===== src/design/mrsv_pkg.sv =====
package mrsv_pkg;

  // Table capacity; one comparison cell per entry.
  localparam int MAX_REGIONS = 64;
  localparam int CNT_W       = $clog2(MAX_REGIONS + 1);
  localparam int DATA_W      = 64;
  localparam int STEP_W      = $clog2(DATA_W);
  localparam int OUT_CNT_W   = 7;

  // Configuration register indexes.
  localparam int          CFG_IDX_W           = 3;
  localparam logic [2:0]  CFG_GRANULE         = 3'd0;
  localparam logic [2:0]  CFG_GUEST_ISA       = 3'd1;
  localparam logic [2:0]  CFG_AUTH_NONCE      = 3'd2;
  localparam logic [2:0]  CFG_AUTH_IDENTITY   = 3'd3;
  localparam logic [2:0]  CFG_GENERATION      = 3'd4;
  localparam logic [2:0]  CFG_KIND_ANON       = 3'd5;
  localparam logic [2:0]  CFG_KIND_FILE       = 3'd6;

  localparam logic        CMD_BEGIN  = 1'b0;
  localparam logic        CMD_RECORD = 1'b1;

  localparam logic [31:0] ISA_A          = 32'd1;
  localparam logic [31:0] ISA_B          = 32'd2;
  localparam logic [31:0] PROT_READ_BIT  = 32'd1;
  localparam logic [31:0] PROT_ALL_BITS  = 32'd7;

  typedef enum logic [3:0] {
    ERR_NONE     = 4'd0,
    ERR_HEADER   = 4'd1,
    ERR_TOO_MANY = 4'd2,
    ERR_ZERO     = 4'd3,
    ERR_ALIGN    = 4'd4,
    ERR_WRAP     = 4'd5,
    ERR_PROT     = 4'd6,
    ERR_FLAGS    = 4'd7,
    ERR_KIND     = 4'd8,
    ERR_ANON     = 4'd9,
    ERR_FILE     = 4'd10,
    ERR_DUP      = 4'd11,
    ERR_OVERLAP  = 4'd12
  } err_t;

  typedef enum logic [1:0] {
    HIT_NONE = 2'd0,
    HIT_DUP  = 2'd1,
    HIT_OVL  = 2'd2
  } hit_t;

  typedef enum logic {
    ST_IDLE = 1'b0,
    ST_RUN  = 1'b1
  } state_t;

  // Probe word handed from cell to cell.
  typedef struct packed {
    logic              vld;
    logic [DATA_W-1:0] rid;
    logic [DATA_W-1:0] addr;
    logic [DATA_W-1:0] pend;
    hit_t              hit;
  } probe_t;

endpackage


===== src/design/mrsv_rem.sv =====
module mrsv_rem (
  input  logic                      clk,
  input  logic                      rst_n,
  input  logic                      start,
  input  logic [mrsv_pkg::DATA_W-1:0] dividend,
  input  logic [mrsv_pkg::DATA_W-1:0] divisor,
  output logic                      busy,
  output logic                      aligned
);
  import mrsv_pkg::*;

  logic              busy_r;
  logic [STEP_W-1:0] step_r;
  logic [DATA_W-1:0] dvd_r;
  logic [DATA_W-1:0] rem_r;
  logic [DATA_W-1:0] rem_nxt;
  logic [DATA_W:0]   rem_sh;
  logic              zero_r;

  // One restoring step per cycle: shift in the next dividend bit, subtract if it fits.
  always_comb begin
    rem_sh = {rem_r, dvd_r[DATA_W-1]};
    if (rem_sh >= {1'b0, divisor}) begin
      rem_nxt = DATA_W'(rem_sh - {1'b0, divisor});
    end else begin
      rem_nxt = rem_sh[DATA_W-1:0];
    end
  end

  always_ff @(posedge clk) begin
    if (!rst_n) begin
      busy_r <= 1'b0;
      step_r <= '0;
    end else if (start) begin
      busy_r <= 1'b1;
      step_r <= '0;
    end else if (busy_r) begin
      step_r <= step_r + 1'b1;
      if (step_r == STEP_W'(DATA_W - 1)) begin
        busy_r <= 1'b0;
      end
    end
  end

  always_ff @(posedge clk) begin
    if (start) begin
      dvd_r  <= dividend;
      rem_r  <= '0;
      zero_r <= (dividend == '0);
    end else if (busy_r) begin
      dvd_r <= {dvd_r[DATA_W-2:0], 1'b0};
      rem_r <= rem_nxt;
    end
  end

  assign busy    = busy_r;
  // A zero unit only aligns zero.
  assign aligned = (divisor == '0) ? zero_r : (rem_r == '0);

endmodule


===== config.mk =====
export PLATFORM = sky130hd
export DESIGN_NAME = mrsv_rem
export DESIGN_NICKNAME = d
export VERILOG_FILES = /design/src/design/mrsv_pkg.sv /design/src/design/mrsv_rem.sv
export SDC_FILE = /design/constraint.sdc
export NUM_CORES = 1
export LEC_CHECK = 0
export ABC_AREA = 1
export BUFFER_PORTS_ARGS = -buffer_cell sky130_fd_sc_hd__buf_2
export CORE_ASPECT_RATIO = 0.6
export CORE_MARGIN = 5
export CORE_UTILIZATION = 25
export CTS_BUF_LIST = sky130_fd_sc_hd__clkbuf_4 sky130_fd_sc_hd__clkbuf_8
export CTS_CLUSTER_DIAMETER = 100
export DETAILED_ROUTE_END_ITERATION = 8
export GPL_TIMING_DRIVEN = 0
export REMOVE_ABC_BUFFERS = 1
export SYNTH_ARGS = -nofsm -noshare
export SYNTH_HDL_FRONTEND = slang
export SYNTH_SLANG_ARGS = --single-unit

===== constraint.sdc =====
create_clock -name clk -period 5.1 [get_ports clk]
set_input_delay 0.255 -clock clk [delete_from_list [all_inputs] [get_ports clk]]
set_output_delay 0.255 -clock clk [all_outputs]
set_load 0.1 [all_outputs]

== Yosys cells after proc, flatten, opt, wreduce, memory -nomap -nowiden ==
Cells that the tools add are included.
Widths: inputs -> output; s select.

* Add/subtract/negate cells: 2
* $lt $le $gt $ge: 1
* Eq/ne operators: 1
* Multiplexer cells: 7
* Bitwise gates (word level): 1
* Reductions and logical operators: 5

{| class="wikitable"
|+ Operators with widths
! cell !! number
|-
| $logic_not 64->1 || 3
|-
| $mux 64 || 3
|-
| $ge 65x64->1 || 1
|-
| $sub 64x64->64 || 1
|-
| $add 6x1->6 const B || 1
|-
| $eq 6x6->1 const B || 1
|-
| $mux 1 || 4
|-
| $reduce_bool 2->1 || 1
|-
| $reduce_or 2->1 || 1
|-
| $not 1->1 || 1
|}

* Register bits after elaboration: 136
* Input port bits: 131

== Logic depth before layout (Yosys ltp) ==
* Word-level depth: 4
* Gate-level depth with buffers: 19
* Depth with buffers taken out: 19

== Worst setup path before layout ==
No wires, ideal clock.

* Path kind: flip-flop to flip-flop
* Start: register busy_r (netlist: busy)
* End: register dvd_r[0] (enable)
* Arrival time: 3382 ps
* Path slack: 1265 ps
* Stages on the path, launching flop included: 4
* Buffers on the path: 1
* Period minus slack after synthesis: 3835 ps
* Path through: dfxtp_1 -> nor2_1 -> clkinv_1 -> clkbuf_1

* Cells in the longest elaborated chain, start to end: 1

{| class="wikitable"
|+ Ends and longest elaborated chain
! item !! RTL line !! source
|-
| from (decl) || mrsv_rem.sv:12 || <nowiki>logic busy_r;</nowiki>
|-
| from (signal assigned) || mrsv_rem.sv:32 || <nowiki>busy_r <= 1'b0;</nowiki>
|-
| from (signal assigned) || mrsv_rem.sv:35 || <nowiki>busy_r <= 1'b1;</nowiki>
|-
| from (signal assigned) || mrsv_rem.sv:40 || <nowiki>busy_r <= 1'b0;</nowiki>
|-
| $reduce_bool 2->1 (no line) || - ||
|-
| to (signal assigned) || mrsv_rem.sv:47 || <nowiki>dvd_r <= dividend;</nowiki>
|-
| to (signal assigned) || mrsv_rem.sv:51 || <nowiki>dvd_r <= {dvd_r[DATA_W-2:0], 1'b0};</nowiki>
|-
| to (decl) || mrsv_rem.sv:14 || <nowiki>logic [DATA_W-1:0] dvd_r;</nowiki>
|}

Every way passes these cells.
A chain may end at the register's enable or synchronous reset.

== Worst setup path in the final report ==
* Start: register rem_r[34]
* End: register rem_r[52]

* Cells in the longest elaborated chain, start to end: 2
* Elaborated cells on any way between the ends: 3
* Classes of those cells: add/sub (1); order compare (1); mux (1)

{| class="wikitable"
|+ Ends and longest elaborated chain
! item !! RTL line !! source
|-
| from (decl) || mrsv_rem.sv:15 || <nowiki>logic [DATA_W-1:0] rem_r;</nowiki>
|-
| from (signal assigned) || mrsv_rem.sv:52 || <nowiki>rem_r <= rem_nxt;</nowiki>
|-
| $sub 64x64->64 or $ge 65x64->1 (tied branches) || mrsv_rem.sv:24, mrsv_rem.sv:23 ||
|-
| $mux 64 * || mrsv_rem.sv:23 || <nowiki>if (rem_sh >= {1'b0, divisor}) begin</nowiki>
|}

Mark *: on every way between the ends. The rest lies on a longest branch, timed or not.

==> metrics.txt <==
leakage power 0.00824 uW; Detail Route Antenna Nets 0; dpl hpwl 38.5 mm; CTS tree built; die area 0.0565 mm2; initial antenna violation count 7; design area 0.0148 mm2; crit start category register; crit path max fanout 66; Chip Width 304 um; Initial DRT Pass Iterations 6; Die Y 186 um; Worst-Margin Slew 1.30 ns; I/O pins 133; CP arrival 4.28 ns; met3 GRT Util 0.0519; synth warn 0; wirelength, routed 47.0 mm; largest net degree at the start of global routing 92; WL/cell 15.6 um; clock-pin slew on the worst setup and hold paths 0.10 ns; status finished clean; flop-to-flop setup slack 1.22 ns; CTS Sinks 136; GP Congestion 1.03; GRT Overall Usage 0.164; GR peak layer met1; met1 usage 0.263; Core Area 0.0511 mm2; Synth Area per Inst 5.92 um2; Period minus WS final 3.88 ns; Initial Util 0.253; met2 usage 0.206; commonest non-fill, non-tap cell in the layout nand2_1; Max Cap Viol 0; Cells after Synth 2185; Hold Crit Class input pin to register; Post-CTS Resized 0; Post-synth EDFFs 65; total grt overflow 0; Synth Register Bits 136; Reg2Reg Depth 10; hold path cells 3; slowest stage delay, CP 0.82 ns; Max IR drop VDD 0.000161 V; Final Hold Viols 0; Area Overhead vs Synth 14.4%; sequential area share after synthesis 0.261; slowest cell on the critical path nand2_4; # rows 64; via/cell ratio 4.50; layout cells sized above 1 0.112; cell chain of the critical path ha_1, nand2_1, nor2_1, nand2_1, nor3_2, nand2_4, nand2_4, nand3_1, nand2_1, nand2_1; Final Skew 0.0251 ns; # setup viols final 0; clock tree buffer depth 2; CP endpoint kind register; PD cells 184 mW/mm2; setup ws final 1.22 ns; most frequent cells in the layout nand2_1, inv_1, nand3_1, buf_2, nor2_1; CP Class register to register; top post-synthesis cells by area nand2_1, edfxtp_1, inv_1; Endpoint, Worst Hold dvd_r[6]; DR iter-0 viols 1455; min-delay src dividend[6]; worst flop-to-flop path startpoint rem_r[34]; period utilisation layout 0.761; Syn Std Cell Area 0.0129 mm2; Setup WS pre-CTS 1.31 ns; Worst-Skew Late Latency 0.51 ns; DR DRC count 0; PortBufs 132; cell taking the most area after synthesis nand2_1; CP Data Required Time 5.50 ns; Max Slew Vio Count 0; H-tree levels 4; Reg-to-Reg End rem_r[52]; CTS Buf Count 17; RSZ-0062 raised after global routing false; CTS root buffer clkbuf_8; Post-DP Area 0.0143 mm2; ys flop type dfxtp_1; detailed-route via count 13552; number of global-route vias before repair 12010; number of library cell types mapped by synthesis 37; async set-reset flop share out of synthesis 0; first-pass GRT wire length 70.8 mm; Final #Nets 2496; relative slew slack 0.125; Fmax 257 MHz; most frequent CP cell nand2_1; post-synth top area share 0.264
-- critical path, delay by kind of cell, from the launching register on --
kind                     cells  cell delay [ns]
adder cells (fa/ha/maj)      1             0.51
flip-flops                   1             0.35
AND/OR/NAND/NOR              9             2.79
-- through the flow --
step	total power (uW)	TNS, ns	hold slack (ns)	util	instances
2_1_floorplan	1480	0	0.367	-	2139
3_3_place_gp	1650	-253.94	0.463	0.277	2964
3_5_place_dp	1650	0	0.465	0.280	2969
4_1_cts	2740	0	0.00119	0.289	3005
5_1_grt	2850	0	0.00913	0.290	3009
6_report	2720	0	0.0398	0.290	3009
-- flip-flops by register name, summed over array words and instances, names as in the netlist --
name / count
zero_r: 1
step_r: 6
dvd_r: 64
rem_r: 64
busy: 1
-- report_power, final --
| part | internal [uW] | total, uW | switching (uW) |
|---|---|---|---|
| combinational | 135 | 404 | 269 |
| clock | 515 | 1080 | 569 |
| sequential | 1210 | 1230 | 16.5 |
| total | 1860 | 2720 | 854 |
-- logic make-up after synthesis --
family	share of synthesized area
AND/OR/NAND/NOR	0.460
XOR/XNOR	0.0210
buffers and inverters	0.151
flip-flops	0.261
adder cells (fa/ha/maj)	0.0644
AO/OA/AOI/OAI	0.0423
-- how the worst max path moves through the flow --
stage | start | to | slack, ns
after floorplan | busy | dvd_r[0] | 0.06
after global placement | start | dvd_r[23] | -2.87
after detailed placement | divisor[35] | rem_r[52] | 1.31
after CTS | rem_r[34] | rem_r[52] | 1.35
after global routing | rem_r[34] | rem_r[52] | 1.01
final | rem_r[34] | rem_r[52] | 1.22
-- metal layers --
metal,vias to the layer above,part of all wire
met1,6052,0.52
met5,-,0.00087
met2,484,0.36
met3,36,0.11
met4,6,0.013
li1,6974,-
-- layout make-up --
class,instances,area (um2)
Clock inverter,15,223
Multi-Input combinational cell,1558,7610
Tap cell,693,867
Fill cell,5853,36300
Clock buffer,17,234
Inverter,445,1680
Sequential cell,136,3370
Antenna cell,4,10.0
Timing Repair Buffer,141,801
-- cell usage after synthesis (12+ instances only) --
library cell / count
nand2_1: 908
inv_1: 428
nand3_1: 140
nor2_1: 105
dfxtp_1: 71
edfxtp_1: 65
ha_1: 65
a21oi_1: 48
nor4_1: 39
nand4_1: 38
nand3b_1: 34
xnor2_1: 29
o21ai_0: 26
clkbuf_1: 21
nor3_1: 21
nand3_2: 18
o21ai_1: 17
inv_2: 16
nand2_2: 16
nor2_2: 16
buf_6: 12
-- what timing repair did --
action	CTS	global route
setup buffers	0	0
hold buffers	4	0
hold endpoints to repair	4	0
No activity file was read; power rests on OpenSTA's default activity.
