`config.mk`:
```
export PLATFORM = sky130hd
export DESIGN_NAME = mrsv_cell
export DESIGN_NICKNAME = d
export VERILOG_FILES = /design/src/design/mrsv_pkg.sv /design/src/design/mrsv_cell.sv
export SDC_FILE = /design/constraint.sdc
export NUM_CORES = 1
export LEC_CHECK = 0
export ABC_AREA = 1
export BUFFER_PORTS_ARGS = -buffer_cell sky130_fd_sc_hd__buf_2
export CORE_AREA = 2 2 230 232
export CTS_CLUSTER_DIAMETER = 60
export DETAILED_ROUTE_END_ITERATION = 12
export DIE_AREA = 0 0 232 234
export PLACE_DENSITY = 0.67
export SLEW_MARGIN = 30
export SYNTH_ARGS = -nofsm -noshare
export SYNTH_HDL_FRONTEND = slang
export SYNTH_SLANG_ARGS = --single-unit
export TNS_END_PERCENT = 50
```
`constraint.sdc`:
```
create_clock -name clk -period 1.8 [get_ports clk]
set_input_delay 0.09 -clock clk [delete_from_list [all_inputs] [get_ports clk]]
set_output_delay 0.09 -clock clk [all_outputs]
set_load 0.01 [all_outputs]
```
`src/design/mrsv_pkg.sv`:
```
package mrsv_pkg;

  // Table capacity; one comparison cell per entry.
  localparam int MAX_REGIONS = 64;
  localparam int CNT_W       = $clog2(MAX_REGIONS + 1);
  localparam int DATA_W      = 64;
  localparam int STEP_W      = $clog2(DATA_W);
  localparam int OUT_CNT_W   = 7;

  // Configuration register indexes.
  localparam int          CFG_IDX_W           = 3;
  localparam logic [2:0]  CFG_GRANULE         = 3'd0;
  localparam logic [2:0]  CFG_GUEST_ISA       = 3'd1;
  localparam logic [2:0]  CFG_AUTH_NONCE      = 3'd2;
  localparam logic [2:0]  CFG_AUTH_IDENTITY   = 3'd3;
  localparam logic [2:0]  CFG_GENERATION      = 3'd4;
  localparam logic [2:0]  CFG_KIND_ANON       = 3'd5;
  localparam logic [2:0]  CFG_KIND_FILE       = 3'd6;

  localparam logic        CMD_BEGIN  = 1'b0;
  localparam logic        CMD_RECORD = 1'b1;

  localparam logic [31:0] ISA_A          = 32'd1;
  localparam logic [31:0] ISA_B          = 32'd2;
  localparam logic [31:0] PROT_READ_BIT  = 32'd1;
  localparam logic [31:0] PROT_ALL_BITS  = 32'd7;

  typedef enum logic [3:0] {
    ERR_NONE     = 4'd0,
    ERR_HEADER   = 4'd1,
    ERR_TOO_MANY = 4'd2,
    ERR_ZERO     = 4'd3,
    ERR_ALIGN    = 4'd4,
    ERR_WRAP     = 4'd5,
    ERR_PROT     = 4'd6,
    ERR_FLAGS    = 4'd7,
    ERR_KIND     = 4'd8,
    ERR_ANON     = 4'd9,
    ERR_FILE     = 4'd10,
    ERR_DUP      = 4'd11,
    ERR_OVERLAP  = 4'd12
  } err_t;

  typedef enum logic [1:0] {
    HIT_NONE = 2'd0,
    HIT_DUP  = 2'd1,
    HIT_OVL  = 2'd2
  } hit_t;

  typedef enum logic {
    ST_IDLE = 1'b0,
    ST_RUN  = 1'b1
  } state_t;

  // Probe word handed from cell to cell.
  typedef struct packed {
    logic              vld;
    logic [DATA_W-1:0] rid;
    logic [DATA_W-1:0] addr;
    logic [DATA_W-1:0] pend;
    hit_t              hit;
  } probe_t;

endpackage

```
`src/design/mrsv_cell.sv`:
```
module mrsv_cell (
  input  logic                        clk,
  input  logic                        rst_n,
  input  mrsv_pkg::probe_t            probe_i,
  input  logic                        occupied,
  input  logic                        wr_en,
  input  logic [mrsv_pkg::DATA_W-1:0] wr_start,
  input  logic [mrsv_pkg::DATA_W-1:0] wr_end,
  input  logic [mrsv_pkg::DATA_W-1:0] wr_rid,
  output mrsv_pkg::probe_t            probe_o
);
  import mrsv_pkg::*;

  logic [DATA_W-1:0] start_r;
  logic [DATA_W-1:0] end_r;
  logic [DATA_W-1:0] rid_r;
  probe_t            probe_r;
  probe_t            probe_nxt;

  // Mark the first conflict only; a later cell never overrides it.
  always_comb begin
    probe_nxt = probe_i;
    if (probe_i.vld && occupied && probe_i.hit == HIT_NONE) begin
      if (probe_i.rid == rid_r) begin
        probe_nxt.hit = HIT_DUP;
      end else if (probe_i.addr < end_r && start_r < probe_i.pend) begin
        probe_nxt.hit = HIT_OVL;
      end
    end
  end

  always_ff @(posedge clk) begin
    if (!rst_n) begin
      probe_r.vld <= 1'b0;
    end else begin
      probe_r <= probe_nxt;
    end
  end

  always_ff @(posedge clk) begin
    if (wr_en) begin
      start_r <= wr_start;
      end_r   <= wr_end;
      rid_r   <= wr_rid;
    end
  end

  assign probe_o = probe_r;

endmodule

```
# Yosys cells after proc, flatten, opt, wreduce, memory -nomap -nowiden
# Cells that the tools add are included.
[classes]
reduce_logical = 4
magnitude_cmp = 2
n_mux = 3
n_eq_ne = 1
[ops]
columns = ["operator", "n"]
rows = [
  ["less-than comparator 64 bit", 2],
  ["equality test 64 bit", 1],
  ["two-way mux 2 bit", 3],
  ["logical AND 1 bit", 3],
  ["zero test 2 bit", 1],
]
[totals]
out_inout_bits = 195
register_bits = 387
wordCells = 18
inputBits = 391

# Depth between registers and ports, before layout
# Gate-level depths: netlist (run 1).
[logic_depth]
depth_word = 5
depth_mapped = 15
ltp_nobuf = 15

# Worst setup path before layout (run 1)
# No wires, ideal clock.
[synth_path]
path_kind = "flip-flop to flip-flop"
from = "register end_r[31]"
to = "register probe_r (netlist bit probe_o[1]), data pin"
n_path_buf = 0
setup_ps = 253
stages_incl_launch_ff = 11
required_ps = 1547
slack_ps = 171
period_less_slack_ps = 1629
arrival_ps = 1376
cell_sequence = "edfxtp_1 > inv_1 > ha_1 > nand2_2 > nor4_4 > and3_1 > nand2_1 > nand2_1 > nand2_1 > nand3_1 > nand2_1"
[synth_rtl]
columns = ["element", "line_no", "rtl"]
rows = [
  ["start: declaration", "mrsv_cell.sv:15", "logic [DATA_W-1:0] end_r;"],
  ["start signal: assignment", "mrsv_cell.sv:43", "end_r <= wr_end;"],
  ["end signal: assignment", "mrsv_cell.sv:36", "probe_r <= probe_nxt;"],
  ["end: declaration", "mrsv_cell.sv:17", "probe_t probe_r;"],
]

==> run metrics, run 1 <==
final cell utilization of the core 50.1%; filler-free cell count of the finished design roughly 3000; die height roughly 230 um; number of max-cap violations 0; Placed Instances 2559; Least-Margin Pin Slew 0.535 ns; net switching power between 5 and 6 mW; clock transition time at the flip-flop clock pins of the worst setup and hold paths around 0.060 ns; Reg area between 10000 and 15000 sq um; worst relative slew slack 64.3%; max-slew violations 0; standard cell core area roughly 52000 sq um; final hold viol count 0; number of port buffers 585; crit path max fanout 3; number of global-route vias before repair 14226; count of H-tree levels built during CTS 2; share of synthesized area occupied by flip-flops and latches 71.7%; clock tree root driver cell sky130_fd_sc_hd__clkbuf_16; endpoint of the worst register-to-register path probe_o[1]; DR vias/cell ~4.4; pin count of the biggest net entering global routing 51; Pint about 18 mW; CTS sink count 387; summed negative setup slack over all endpoints -0.316 ns; cell row count 84; path type of the worst min-delay path input pin to flop; Starting Density around 31%; number of antenna violations at the first check in global routing 4; number of filler instances in the final layout 4284; Final Cell Area ~26000 sq um; final worst path period share 115%; combined area of the multi-input logic cells between 3000 and 4000 sq um; synthesized area per cell between 10 and 15 sq um; Setup crit end kind flop; unrepaired setup endpoints after global routing true; number of synthesized register bits ~390; combinational power share 14.1%; global-route usage over all layers 18.8%; total nets after synthesis between 1500 and 2000; fraction of power spent switching nets approximately a quarter; arrival time at the worst endpoint about 2.5 ns; gpl congestion between 0.8 and 0.9; Top-Level Pins 586; dpl cell area between 20000 and 25000 sq um; DRC errors left 0; outcome finished, violations left; post-synthesis instance area 16200 sq um; Clock Power Share 39.7%; number of endpoints failing setup at the final stage 2; CTS tree built; minimum hold slack between 0.04 and 0.05 ns; leakage power summed over all cells around 12 nW; Iter 0 DRT Violations 541; worst clock skew 0.0189 ns; start point of the critical path start_r[62]; worst setup path endpoint probe_o[1]; failing checks setup timing; iteration count of the initial detailed-routing pass 5; routed wire length about 54000 um; total congestion overflow after global routing 0; cell count after synthesis ~1200; data required time at the worst endpoint roughly 2.2 ns; Bufs on Longest Clock Path 3; fraction of final layout cells with drive strength greater than 1 a little under a third; post-detailed-placement half-perimeter wirelength around 36000 um; reg2reg start start_r[62]; maximum clock frequency 0.484 GHz; Syn-to-layout area delta 60.9%; r2r setup slk -0.27 ns; hold wc startpoint rst_n; horizontal die dimension 232 um; fraction of power consumed by sequential logic 46.2%; PD cells between 900 and 1000 nW/um^2; vias post-DR between 10000 and 15000; worst supply voltage drop on vdd roughly 0.70 mV; global-route wire length before repair just under 80000 um; Critical Path Start Type flop; number of clock buffers inserted by TritonCTS 47; layout net count between 2000 and 3000; Worst Reg2Reg Path Length in Cells 12; floorplan die area ~54000 sq um; total of warnings raised by yosys 0; clock latency on the worst-skew pair between 0.5 and 0.6 ns; post-detailed-route count of antenna-violating nets 0; Routed WL per cell 17.6 um; count of cell types in the netlist 23; shortest period the worst path allows a little over 2 ns; setup slack after layout -0.268 ns; kind of critical path flop to flop
==> power by group through the flow <==
stage | sequential (mW) | clock (mW) | combinational (mW)
2_1_floorplan | 11.3 | 0 | 0.839
3_5_place_dp | 11.1 | 0 | 2.52
3_3_place_gp | 11.1 | 0 | 2.43
4_1_cts | 10.9 | 9.56 | 3.22
5_1_grt | 11.0 | 9.92 | 3.68
6_report | 11.0 | 9.40 | 3.35
==> cells by family after synthesis <==
family                     Yosys count  synth area share [%]
AOI/OAI and AO/OA                   84                  2.77
xor gates and xnor gates            10                 0.541
adders and majority gates          126                  9.74
buffers and inverters              234                  5.42
DFF                                387                  71.7
and+or+nand+nor                    397                  9.82
==> per-layer routing <==
| layer | vias to the layer above | part of all wire, % | global-route usage (%) |
|---|---|---|---|
| li1 | 6357 | - | - |
| met1 | 6339 | 37 | 20.0 |
| met2 | 582 | 53 | 35.1 |
| met3 | 119 | 6.6 | 4.21 |
| met4 | 0 | 4.1 | 9.09 |
| met5 | - | 0 | 0 |
==> worst min-delay path by stage <==
stage / to / slack (ns) / cells past startpoint
after floorplan: probe_o[194] / 0.18 / 2
after global placement: end_r[37] / 0.27 / 1
after detailed placement: rid_r[23] / 0.27 / 1
after CTS: probe_o[26] / 0.02 / 1
after global routing: probe_o[78] / 0.04 / 1
final: probe_o[174] / 0.05 / 1
==> placed cells by master (no fill, tap or decap), types with 3 or more instances in the layout <==
cell type	count
sky130_fd_sc_hd__o21ai_0	16
sky130_fd_sc_hd__nand4_1	15
sky130_fd_sc_hd__o21a_1	6
sky130_fd_sc_hd__a21o_1	3
sky130_fd_sc_hd__nand2_2	6
sky130_fd_sc_hd__inv_6	3
sky130_fd_sc_hd__nand2_1	229
sky130_fd_sc_hd__inv_8	3
sky130_fd_sc_hd__nand3_1	9
sky130_fd_sc_hd__clkbuf_16	47
sky130_fd_sc_hd__ha_1	120
sky130_fd_sc_hd__dlygate4sd3_1	387
sky130_fd_sc_hd__xor2_1	10
sky130_fd_sc_hd__a21oi_1	57
sky130_fd_sc_hd__inv_1	232
sky130_fd_sc_hd__edfxtp_1	386
sky130_fd_sc_hd__nor2_2	6
sky130_fd_sc_hd__nor2_1	119
sky130_fd_sc_hd__ha_4	6
sky130_fd_sc_hd__clkinv_2	8
sky130_fd_sc_hd__buf_4	47
sky130_fd_sc_hd__clkbuf_1	7
sky130_fd_sc_hd__buf_12	6
sky130_fd_sc_hd__diode_2	5
sky130_fd_sc_hd__bufinv_16	5
sky130_fd_sc_hd__clkinv_1	9
sky130_fd_sc_hd__buf_2	583
==> final cells by class <==
cell class / instances / area share, %
Multi-Input combinational cell: 617 / 14.8
Clock inverter: 31 / 1.25
Sequential cell: 387 / 44.6
Clock buffer: 54 / 4.62
Antenna cell: 5 / 0.0480
Timing Repair Buffer: 1025 / 28.0
Tap cell: 688 / 3.30
Inverter: 234 / 3.38
==> synth_stat cells, drive strengths merged <==
cell    instances  area (sq um)
o21a            6          45.0
ha            126          1580
and3            1          6.26
nand2         237           892
edfxtp        386         11600
o211ai          2          15.0
xor2           10          87.6
dfxtp           1          20.0
nor2          126           473
nand3          11          60.1
a21o            3          22.5
nor3b           1          12.5
a21oi          57           285
o21ai          16          80.1
nand4          15          93.8
nor4            2          27.5
inv           234           878
nor3            4          25.0
==> repair_timing <==
action,4_1_cts,5_1_grt
hold buffers,387,0
setup buffers,1,4
hold endpoints to repair,387,0
resized for setup,10,21
pin swaps,3,15
setup endpoints to repair,2,2
==> sequential cells by signal (all words and copies together) (netlist names) <==
| register | cells |
|---|---|
| probe_o | 195 |
| end_r | 64 |
| rid_r | 64 |
| start_r | 64 |
==> stage by stage <==
stage / total power, mW / setup slack (ns)
3_5_place_dp: 13.6 / -0.385
6_report: 23.7 / -0.268
5_1_grt: 24.6 / -0.373
4_1_cts: 23.7 / -0.255
2_1_floorplan: 12.1 / 0.171
3_3_place_gp: 13.5 / -0.403
==> worst max-delay path: stages, from the launching register on <==
cell                       delay [ns]
sky130_fd_sc_hd__edfxtp_1        0.38
sky130_fd_sc_hd__ha_1            0.32
sky130_fd_sc_hd__nand4_1         0.15
sky130_fd_sc_hd__nor2_2          0.08
sky130_fd_sc_hd__buf_4           0.13
sky130_fd_sc_hd__buf_4           0.12
sky130_fd_sc_hd__nand2_1         0.07
sky130_fd_sc_hd__nand2_1         0.07
sky130_fd_sc_hd__nor2_1          0.18
sky130_fd_sc_hd__nand3_1         0.13
sky130_fd_sc_hd__nor2_2          0.14
sky130_fd_sc_hd__nand3_1         0.09
sky130_fd_sc_hd__nand2_1         0.06
Note: power is estimated with default switching activity, not from simulation.
==> inputs of run 2 (changes only) <==
- MAX_ROUTING_LAYER: unset -> met4
==> run 2 against run 1 <==
Effect of this change:
- the flow still finishes with violations (setup timing)
- largest power group unchanged
- global-route usage increased by 0.59 points
- utilization unchanged
- hold slack improved by 0.0012 ns
- via count decreased by 0.40%
- setup slack got worse by 0.0085 ns
==> run metrics, run 2 (synthesis results as in run 1) <==
outcome finished, violations left; failing checks setup timing; clock transition time at the flip-flop clock pins of the worst setup and hold paths 0.06 ns (about the same); iteration count of the initial detailed-routing pass 5 (unchanged); DRC errors left 0 (unchanged); global-route wire length before repair 77400 um (about the same); library cell contributing the largest single delay on the critical path sky130_fd_sc_hd__edfxtp_1; path type of the worst min-delay path input pin to flop; Least-Margin Pin Slew 0.533 ns (-0.00261 ns); unrepaired setup endpoints after global routing true; crit path max fanout 3 (unchanged); Critical Path Start Type flop; gr busiest metal met2; Iter 0 DRT Violations 519 (-4.1%); CTS tree built; commonest cells after routing, fill and taps aside sky130_fd_sc_hd__buf_2, sky130_fd_sc_hd__dlygate4sd3_1, sky130_fd_sc_hd__edfxtp_1, sky130_fd_sc_hd__inv_1, sky130_fd_sc_hd__nand2_1; met3 layer usage reported by global route 4.24% (+0.036 points); data required time at the worst endpoint 2.11 ns (-0.12 ns); critical path buffer and inverter count 0 (-2); DR vias/cell 4.39 (-0.40%); max-slew violations 0 (unchanged); Routed WL per cell 17.6 um (-0.23%); met1 routing resource usage after global routing 20.0% (+0.039 points); number of port buffers 585 (unchanged); Bufs on Longest Clock Path 3 (unchanged); clock tree root driver cell sky130_fd_sc_hd__clkbuf_16; gpl congestion 0.898 (+1.7%); CP Cell Sequence ha_1 -> nand4_1 -> nor2_2 -> nand2_2 -> nor2_1 -> nand2_1 -> nand2_1 -> nor2_1 -> nand3_1 -> nor2_2 -> nand3_1 -> nand2_1; standard cell core area 52000 sq um (unchanged); fraction of final layout cells with drive strength greater than 1 31.3% (unchanged); Starting Density 31.1% (unchanged); final hold viol count 0 (unchanged); total congestion overflow after global routing 0 (unchanged); final worst path period share 115% (+0.47 points); met2 usage in global routing 35.1% (about the same); post-detailed-placement half-perimeter wirelength 36100 um (unchanged); max FFs per register 195 (unchanged); setup slack after layout -0.276 ns (-0.00852 ns); floorplan die area 54300 sq um (unchanged); r2r setup slk -0.28 ns (about the same); global-route usage over all layers 19.4% (+0.59 points); Setup crit end kind flop; combined area of the multi-input logic cells 3860 sq um (unchanged); pin count of the biggest net entering global routing 51 (unchanged); Reg area 11600 sq um (unchanged); vias post-DR 13343 (-0.40%); clock latency on the worst-skew pair 0.57 ns (about the same); maximum clock frequency 0.482 GHz (-0.41%); horizontal die dimension 232 um (unchanged); commonest non-fill, non-tap cell in the layout sky130_fd_sc_hd__buf_2; worst clock skew 0.0189 ns (-0.0000348 ns); most frequent CP cell sky130_fd_sc_hd__nand2_1; routed wire length 53400 um (-0.23%); number of global-route vias before repair 14200 (-0.18%); layout net count 2829 (unchanged); kind of critical path flop to flop; PD cells 910 nW/um^2 (about the same); number of endpoints failing setup at the final stage 2 (unchanged); highest cell delay on the worst timing path 0.39 ns (about the same); Syn-to-layout area delta 60.9% (unchanged); Top-Level Pins 586 (unchanged); worst relative slew slack 64.5% (+0.17 points); number of filler instances in the final layout 4282 (-0.047%); leakage power summed over all cells 12.1 nW (unchanged); final cell utilization of the core 50.1% (unchanged); post-detailed-route count of antenna-violating nets 0 (unchanged); count of H-tree levels built during CTS 2 (unchanged); shortest period the worst path allows 2.08 ns (+0.00852 ns); cell type group with the largest total delay on the critical path simple AND/OR/NAND/NOR gates; worst supply voltage drop on vdd 0.708 mV (+0.73%); CTS sink count 387 (unchanged); arrival time at the worst endpoint 2.39 ns (-0.11 ns); cell row count 84 (unchanged); number of max-cap violations 0 (unchanged); number of antenna violations at the first check in global routing 4 (unchanged); minimum hold slack 0.0475 ns (+0.00120 ns); die height 234 um (unchanged); number of clock buffers inserted by TritonCTS 47 (unchanged)
run 2: path summary, 6_finish.rpt:
path	start	to	cells after the start
max	start_r[62]	probe_o[1]	12
min reg2reg	start_r[32]	probe_o[1]	6
max reg2reg	start_r[62]	probe_o[1]	12
min	rst_n	probe_o[174]	1
run 2: what timing repair did:
item	4_1_cts	5_1_grt
hold endpoints to repair	387	0
endpoints found under the setup margin	2	2
resized for setup	10	21
hold buffers	387	0
buffers inserted	1	4
pin swaps	3	15
run 2: worst register-to-register path, delay by kind of cell (launching register included):
family                     cells  cell delay (ns)
adders and majority gates      1             0.33
DFF                            1             0.39
and+or+nand+nor               11             1.11
run 2: layout make-up:
class	instances	area share [%]
Timing Repair Buffer	1025	28.0
Multi-Input combinational cell	617	14.8
Clock inverter	31	1.25
Tap cell	688	3.30
Inverter	234	3.38
Antenna cell	5	0.0480
Clock buffer	54	4.62
Sequential cell	387	44.6
run 2: per-stage QoR:
step	cells	instance area, sq um	setup slack, ns	total power [mW]	setup TNS (ns)
after floorplan	1238	16200	0.171	12.1	0
after global placement	2559	20400	-0.403	13.5	-0.510
after detailed placement	2559	20400	-0.385	13.6	-0.521
after CTS	3032	25900	-0.255	23.7	-0.289
after global routing	3040	26000	-0.358	24.6	-0.537
final	3041	26000	-0.276	23.7	-0.316
run 2: where the power goes:
| part | internal [mW] | leakage [nW] | switching [mW] |
|---|---|---|---|
| clock | 5.56 | 0.753 | 3.84 |
| sequential | 10.7 | 3.79 | 0.242 |
| combinational | 1.66 | 7.57 | 1.68 |
run 2: per-layer routing:
layer	share of wire [%]	vias to the layer above
met5	0	-
met2	53	578
li1	-	6357
met1	36	6279
met3	6.8	129
met4	4.1	0
==> inputs of run 3 (changes only) <==
--- a/config.mk
+++ b/config.mk
@@ -6,10 +6,9 @@
 export NUM_CORES = 1
 export LEC_CHECK = 0
-export ABC_AREA = 1
 export BUFFER_PORTS_ARGS = -buffer_cell sky130_fd_sc_hd__buf_2
-export CORE_AREA = 2 2 230 232
+export CORE_AREA = 2 2 225 227
 export CTS_CLUSTER_DIAMETER = 60
 export DETAILED_ROUTE_END_ITERATION = 12
-export DIE_AREA = 0 0 232 234
+export DIE_AREA = 0 0 227 229
 export MAX_ROUTING_LAYER = met4
 export PLACE_DENSITY = 0.67
==> constraint.sdc (replaced) <==
create_clock -name clk -period 1.8 [get_ports clk]
set_input_delay 0.09 -clock clk [delete_from_list [all_inputs] [get_ports clk]]
set_output_delay 0.09 -clock clk [all_outputs]
set_load 0.005 [all_outputs]
==> run 3 against run 2 <==
Effect of this change:
- the flow still finishes with violations (setup timing)
- final cell count shrank 9.4%
- critical path depth is 4 lower
- largest power group unchanged
- first-iteration DRC count rose by 11%
- register-to-register slack lost 0.23 ns
- via count fell by 7.0%
- highest routed layer unchanged
- total power is 2.9% lower
- sequential share of layout area is 0.78 points higher
- critical endpoint unchanged
- hold slack better by 0.014 ns
- synthesized cell count shrank 25%
- non-clock buffer count is 40 higher
==> run metrics, run 3 <==
total of warnings raised by yosys 0 (unchanged); final hold viol count 0 (unchanged); cell count after synthesis 925 (-25%); arrival time at the worst endpoint 2.61 ns (+0.22 ns); floorplan die area 52000 sq um (-4.2%); horizontal die dimension 227 um (-2.2%); most area-hungry cell type in the Yosys netlist sky130_fd_sc_hd__edfxtp_1; summed negative setup slack over all endpoints -0.668 ns (-0.353 ns); crit path max fanout 3 (unchanged); number of clock buffers inserted by TritonCTS 45 (-4.3%); kind of critical path flop to flop; iteration count of the initial detailed-routing pass 4 (-1); final cell utilization of the core 51.6% (+1.5 points); most common cell in the synthesized netlist sky130_fd_sc_hd__edfxtp_1; shortest period the worst path allows 2.31 ns (+0.231 ns); Top-Level Pins 586 (unchanged); max-slew violations 0 (unchanged); standard cell core area 49700 sq um (-4.6%); CP Cell Sequence ha_4 -> nand4_1 -> nor3_2 -> o311ai_1 -> buf_4 -> a311o_1 -> a21oi_2 -> o31ai_2; dpl cell area 20000 sq um (-1.9%); most frequent cells after synthesis sky130_fd_sc_hd__edfxtp_1, sky130_fd_sc_hd__inv_1, sky130_fd_sc_hd__ha_1, sky130_fd_sc_hd__xnor2_1, sky130_fd_sc_hd__a21oi_1; start point of the critical path start_r[6]; highest cell delay on the worst timing path 0.44 ns (+0.05 ns); Setup crit end kind flop; DRC errors left 0 (unchanged); routed wire length 53400 um (about the same); count of H-tree levels built during CTS 2 (unchanged); post-detailed-route count of antenna-violating nets 0 (unchanged); failing checks setup timing; number of port buffers 585 (unchanged); clock latency on the worst-skew pair 0.57 ns (about the same); Routed WL per cell 19.4 um (+10%); pin count of the biggest net entering global routing 49 (-3.9%); cell types with the largest area share after synthesis sky130_fd_sc_hd__edfxtp_1, sky130_fd_sc_hd__ha_1, sky130_fd_sc_hd__xnor2_1, sky130_fd_sc_hd__inv_1, sky130_fd_sc_hd__a21oi_1; cell type group with the largest total delay on the critical path compound AO/OA/AOI/OAI gates; Bufs on Longest Clock Path 3 (unchanged); clock transition time at the flip-flop clock pins of the worst setup and hold paths 0.06 ns (about the same); maximum clock frequency 0.433 GHz (-10%); setup slack after layout -0.508 ns (-0.231 ns); vias post-DR 12408 (-7.0%); Placed Instances 2274 (-11%); max FFs per register 195 (unchanged); count of cell types in the netlist 37 (+61%); data required time at the worst endpoint 2.10 ns (about the same); DR vias/cell 4.50 (+2.6%); unrepaired setup endpoints after global routing true; final worst path period share 128% (+13 points); total congestion overflow after global routing 0 (unchanged); dominant register cell in the synthesized netlist sky130_fd_sc_hd__edfxtp_1; worst clock skew 0.0261 ns (+0.00719 ns); number of global-route vias before repair 13630 (-4.0%); r2r setup slk -0.51 ns (-0.23 ns); die height 229 um (-2.1%); number of filler instances in the final layout 4004 (-6.5%); layout net count 2554 (-9.7%); gpl congestion 0.859 (-4.3%); Post-synth EDFFs 386 (unchanged); number of endpoints failing setup at the final stage 2 (unchanged); CTS sink count 387 (unchanged); fraction of registers with async set/reset 0% (unchanged); total nets after synthesis 1442 (-18%); commonest cells after routing, fill and taps aside sky130_fd_sc_hd__buf_2, sky130_fd_sc_hd__dlygate4sd3_1, sky130_fd_sc_hd__edfxtp_1, sky130_fd_sc_hd__inv_1, sky130_fd_sc_hd__ha_1; hold wc startpoint occupied; Final Cell Area 25600 sq um (-1.7%); critical path buffer and inverter count 1 (+1); number of max-cap violations 0 (unchanged); top-area cell type share of the netlist area 74.8% (+3.2 points); Iter 0 DRT Violations 576 (+11%); global-route usage over all layers 20.6% (+1.2 points); CTS tree built; worst relative slew slack 59.2% (-5.3 points); minimum hold slack 0.0617 ns (+0.0142 ns); commonest non-fill, non-tap cell in the layout sky130_fd_sc_hd__buf_2; share of synthesized area occupied by flip-flops and latches 74.9% (+3.2 points); Starting Density 31.2% (+0.085 points); number of antenna violations at the first check in global routing 10 (+6); leakage power summed over all cells 11.1 nW (-8.3%); reg2reg start start_r[6]; Syn-to-layout area delta 65.2%; Least-Margin Pin Slew 0.606 ns (+0.0733 ns); path type of the worst min-delay path input pin to flop; Critical Path Start Type flop; fraction of final layout cells with drive strength greater than 1 37.3% (+5.9 points); filler-free cell count of the finished design 2755 (-9.4%); global-route wire length before repair 77500 um (+0.13%); worst supply voltage drop on vdd 0.826 mV (+17%); number of synthesized register bits 387 (unchanged); outcome finished, violations left; post-detailed-placement half-perimeter wirelength 35600 um (-1.3%); clock tree root driver cell sky130_fd_sc_hd__clkbuf_16; library cell contributing the largest single delay on the critical path sky130_fd_sc_hd__edfxtp_1; synthesized area per cell 16.8 sq um (+28%); PD cells 899 nW/um^2 (-1.2%); post-synthesis instance area 15500 sq um (-4.3%); cell row count 82 (-2.4%)
[run 3: cell types whose count changed after synthesis, sizes merged, moves of 5 or more]
cell,change
a211oi,+5
and4,+5
o21a,-6
inv,-107
nor4,+5
a21o,+8
nand2,-209
nand4,+24
a21oi,-7
xnor2,+64
o21ai,+5
xor2,-10
nor2,-110
[run 3: where the power goes]
part | internal, mW | switching [mW] | leakage [nW]
combinational | 1.75 | 1.46 | 6.63
sequential | 10.7 | 0.243 | 3.79
clock | 5.07 | 3.77 | 0.691
total | 17.5 | 5.48 | 11.1
[run 3: path summary, 6_finish.rpt]
| check | endpoint | depth (start not counted) |
|---|---|---|
| min | probe_o[0] | 3 |
| min reg2reg | probe_o[1] | 4 |
| max reg2reg | probe_o[1] | 8 |
| max | probe_o[1] | 8 |
[run 3: cells by family (layout without fill, tap and decap cells)]
group | count (synthesis) | count (layout) | share of synthesized area (%)
other | 0 | 11 | 0
flip-flops | 387 | 387 | 74.9
adder cells (fa/ha/maj) | 126 | 126 | 10.2
AO/OA/AOI/OAI | 103 | 103 | 4.09
XOR/XNOR | 64 | 64 | 3.62
buffers and inverters | 127 | 1274 | 3.08
AND/OR/NAND/NOR | 118 | 118 | 4.13
[run 3: layout make-up]
| class | count | area (sq um) | area share (%) |
|---|---|---|---|
| inverters | 127 | 477 | 1.86 |
| repair buffers | 1065 | 7590 | 29.7 |
| multi-input cells | 411 | 3640 | 14.2 |
| well taps | 672 | 841 | 3.28 |
| diodes | 11 | 27.5 | 0.108 |
| flip-flops and latches | 387 | 11600 | 45.4 |
| clock buffers | 54 | 1200 | 4.70 |
| clock inverters | 28 | 214 | 0.836 |
[run 3: worst register-to-register path: cells and delay by family, from the launching register on]
family	cells	cell delay, ns
buffers and inverters	1	0.15
adder cells (fa/ha/maj)	1	0.32
flip-flops	1	0.44
AND/OR/NAND/NOR	2	0.38
AO/OA/AOI/OAI	4	0.78
[run 3: metal layers]
| layer | wire [um] | track usage, % |
|---|---|---|
| met1 | 19800 | 21.8 |
| met2 | 27600 | 36.2 |
| met3 | 3800 | 4.59 |
| met4 | 2190 | 9.70 |
| met5 | 0 | - |
[run 3: repair_timing]
| item | 4_1_cts | 5_1_grt |
|---|---|---|
| pin swaps | 10 | 15 |
| buffers inserted | 0 | 1 |
| endpoints found under the setup margin | 2 | 2 |
| hold endpoints to repair | 399 | 0 |
| hold buffers | 388 | 0 |
| resized for setup | 16 | 19 |
[run 3: through the flow]
stage               total power [mW]  worst slack (ns)
floorplan                       11.9            -0.206
global placement                13.4            -0.801
detailed placement              13.5            -0.857
CTS                             23.0            -0.565
global route                    23.9            -0.594
finish                          23.0            -0.508
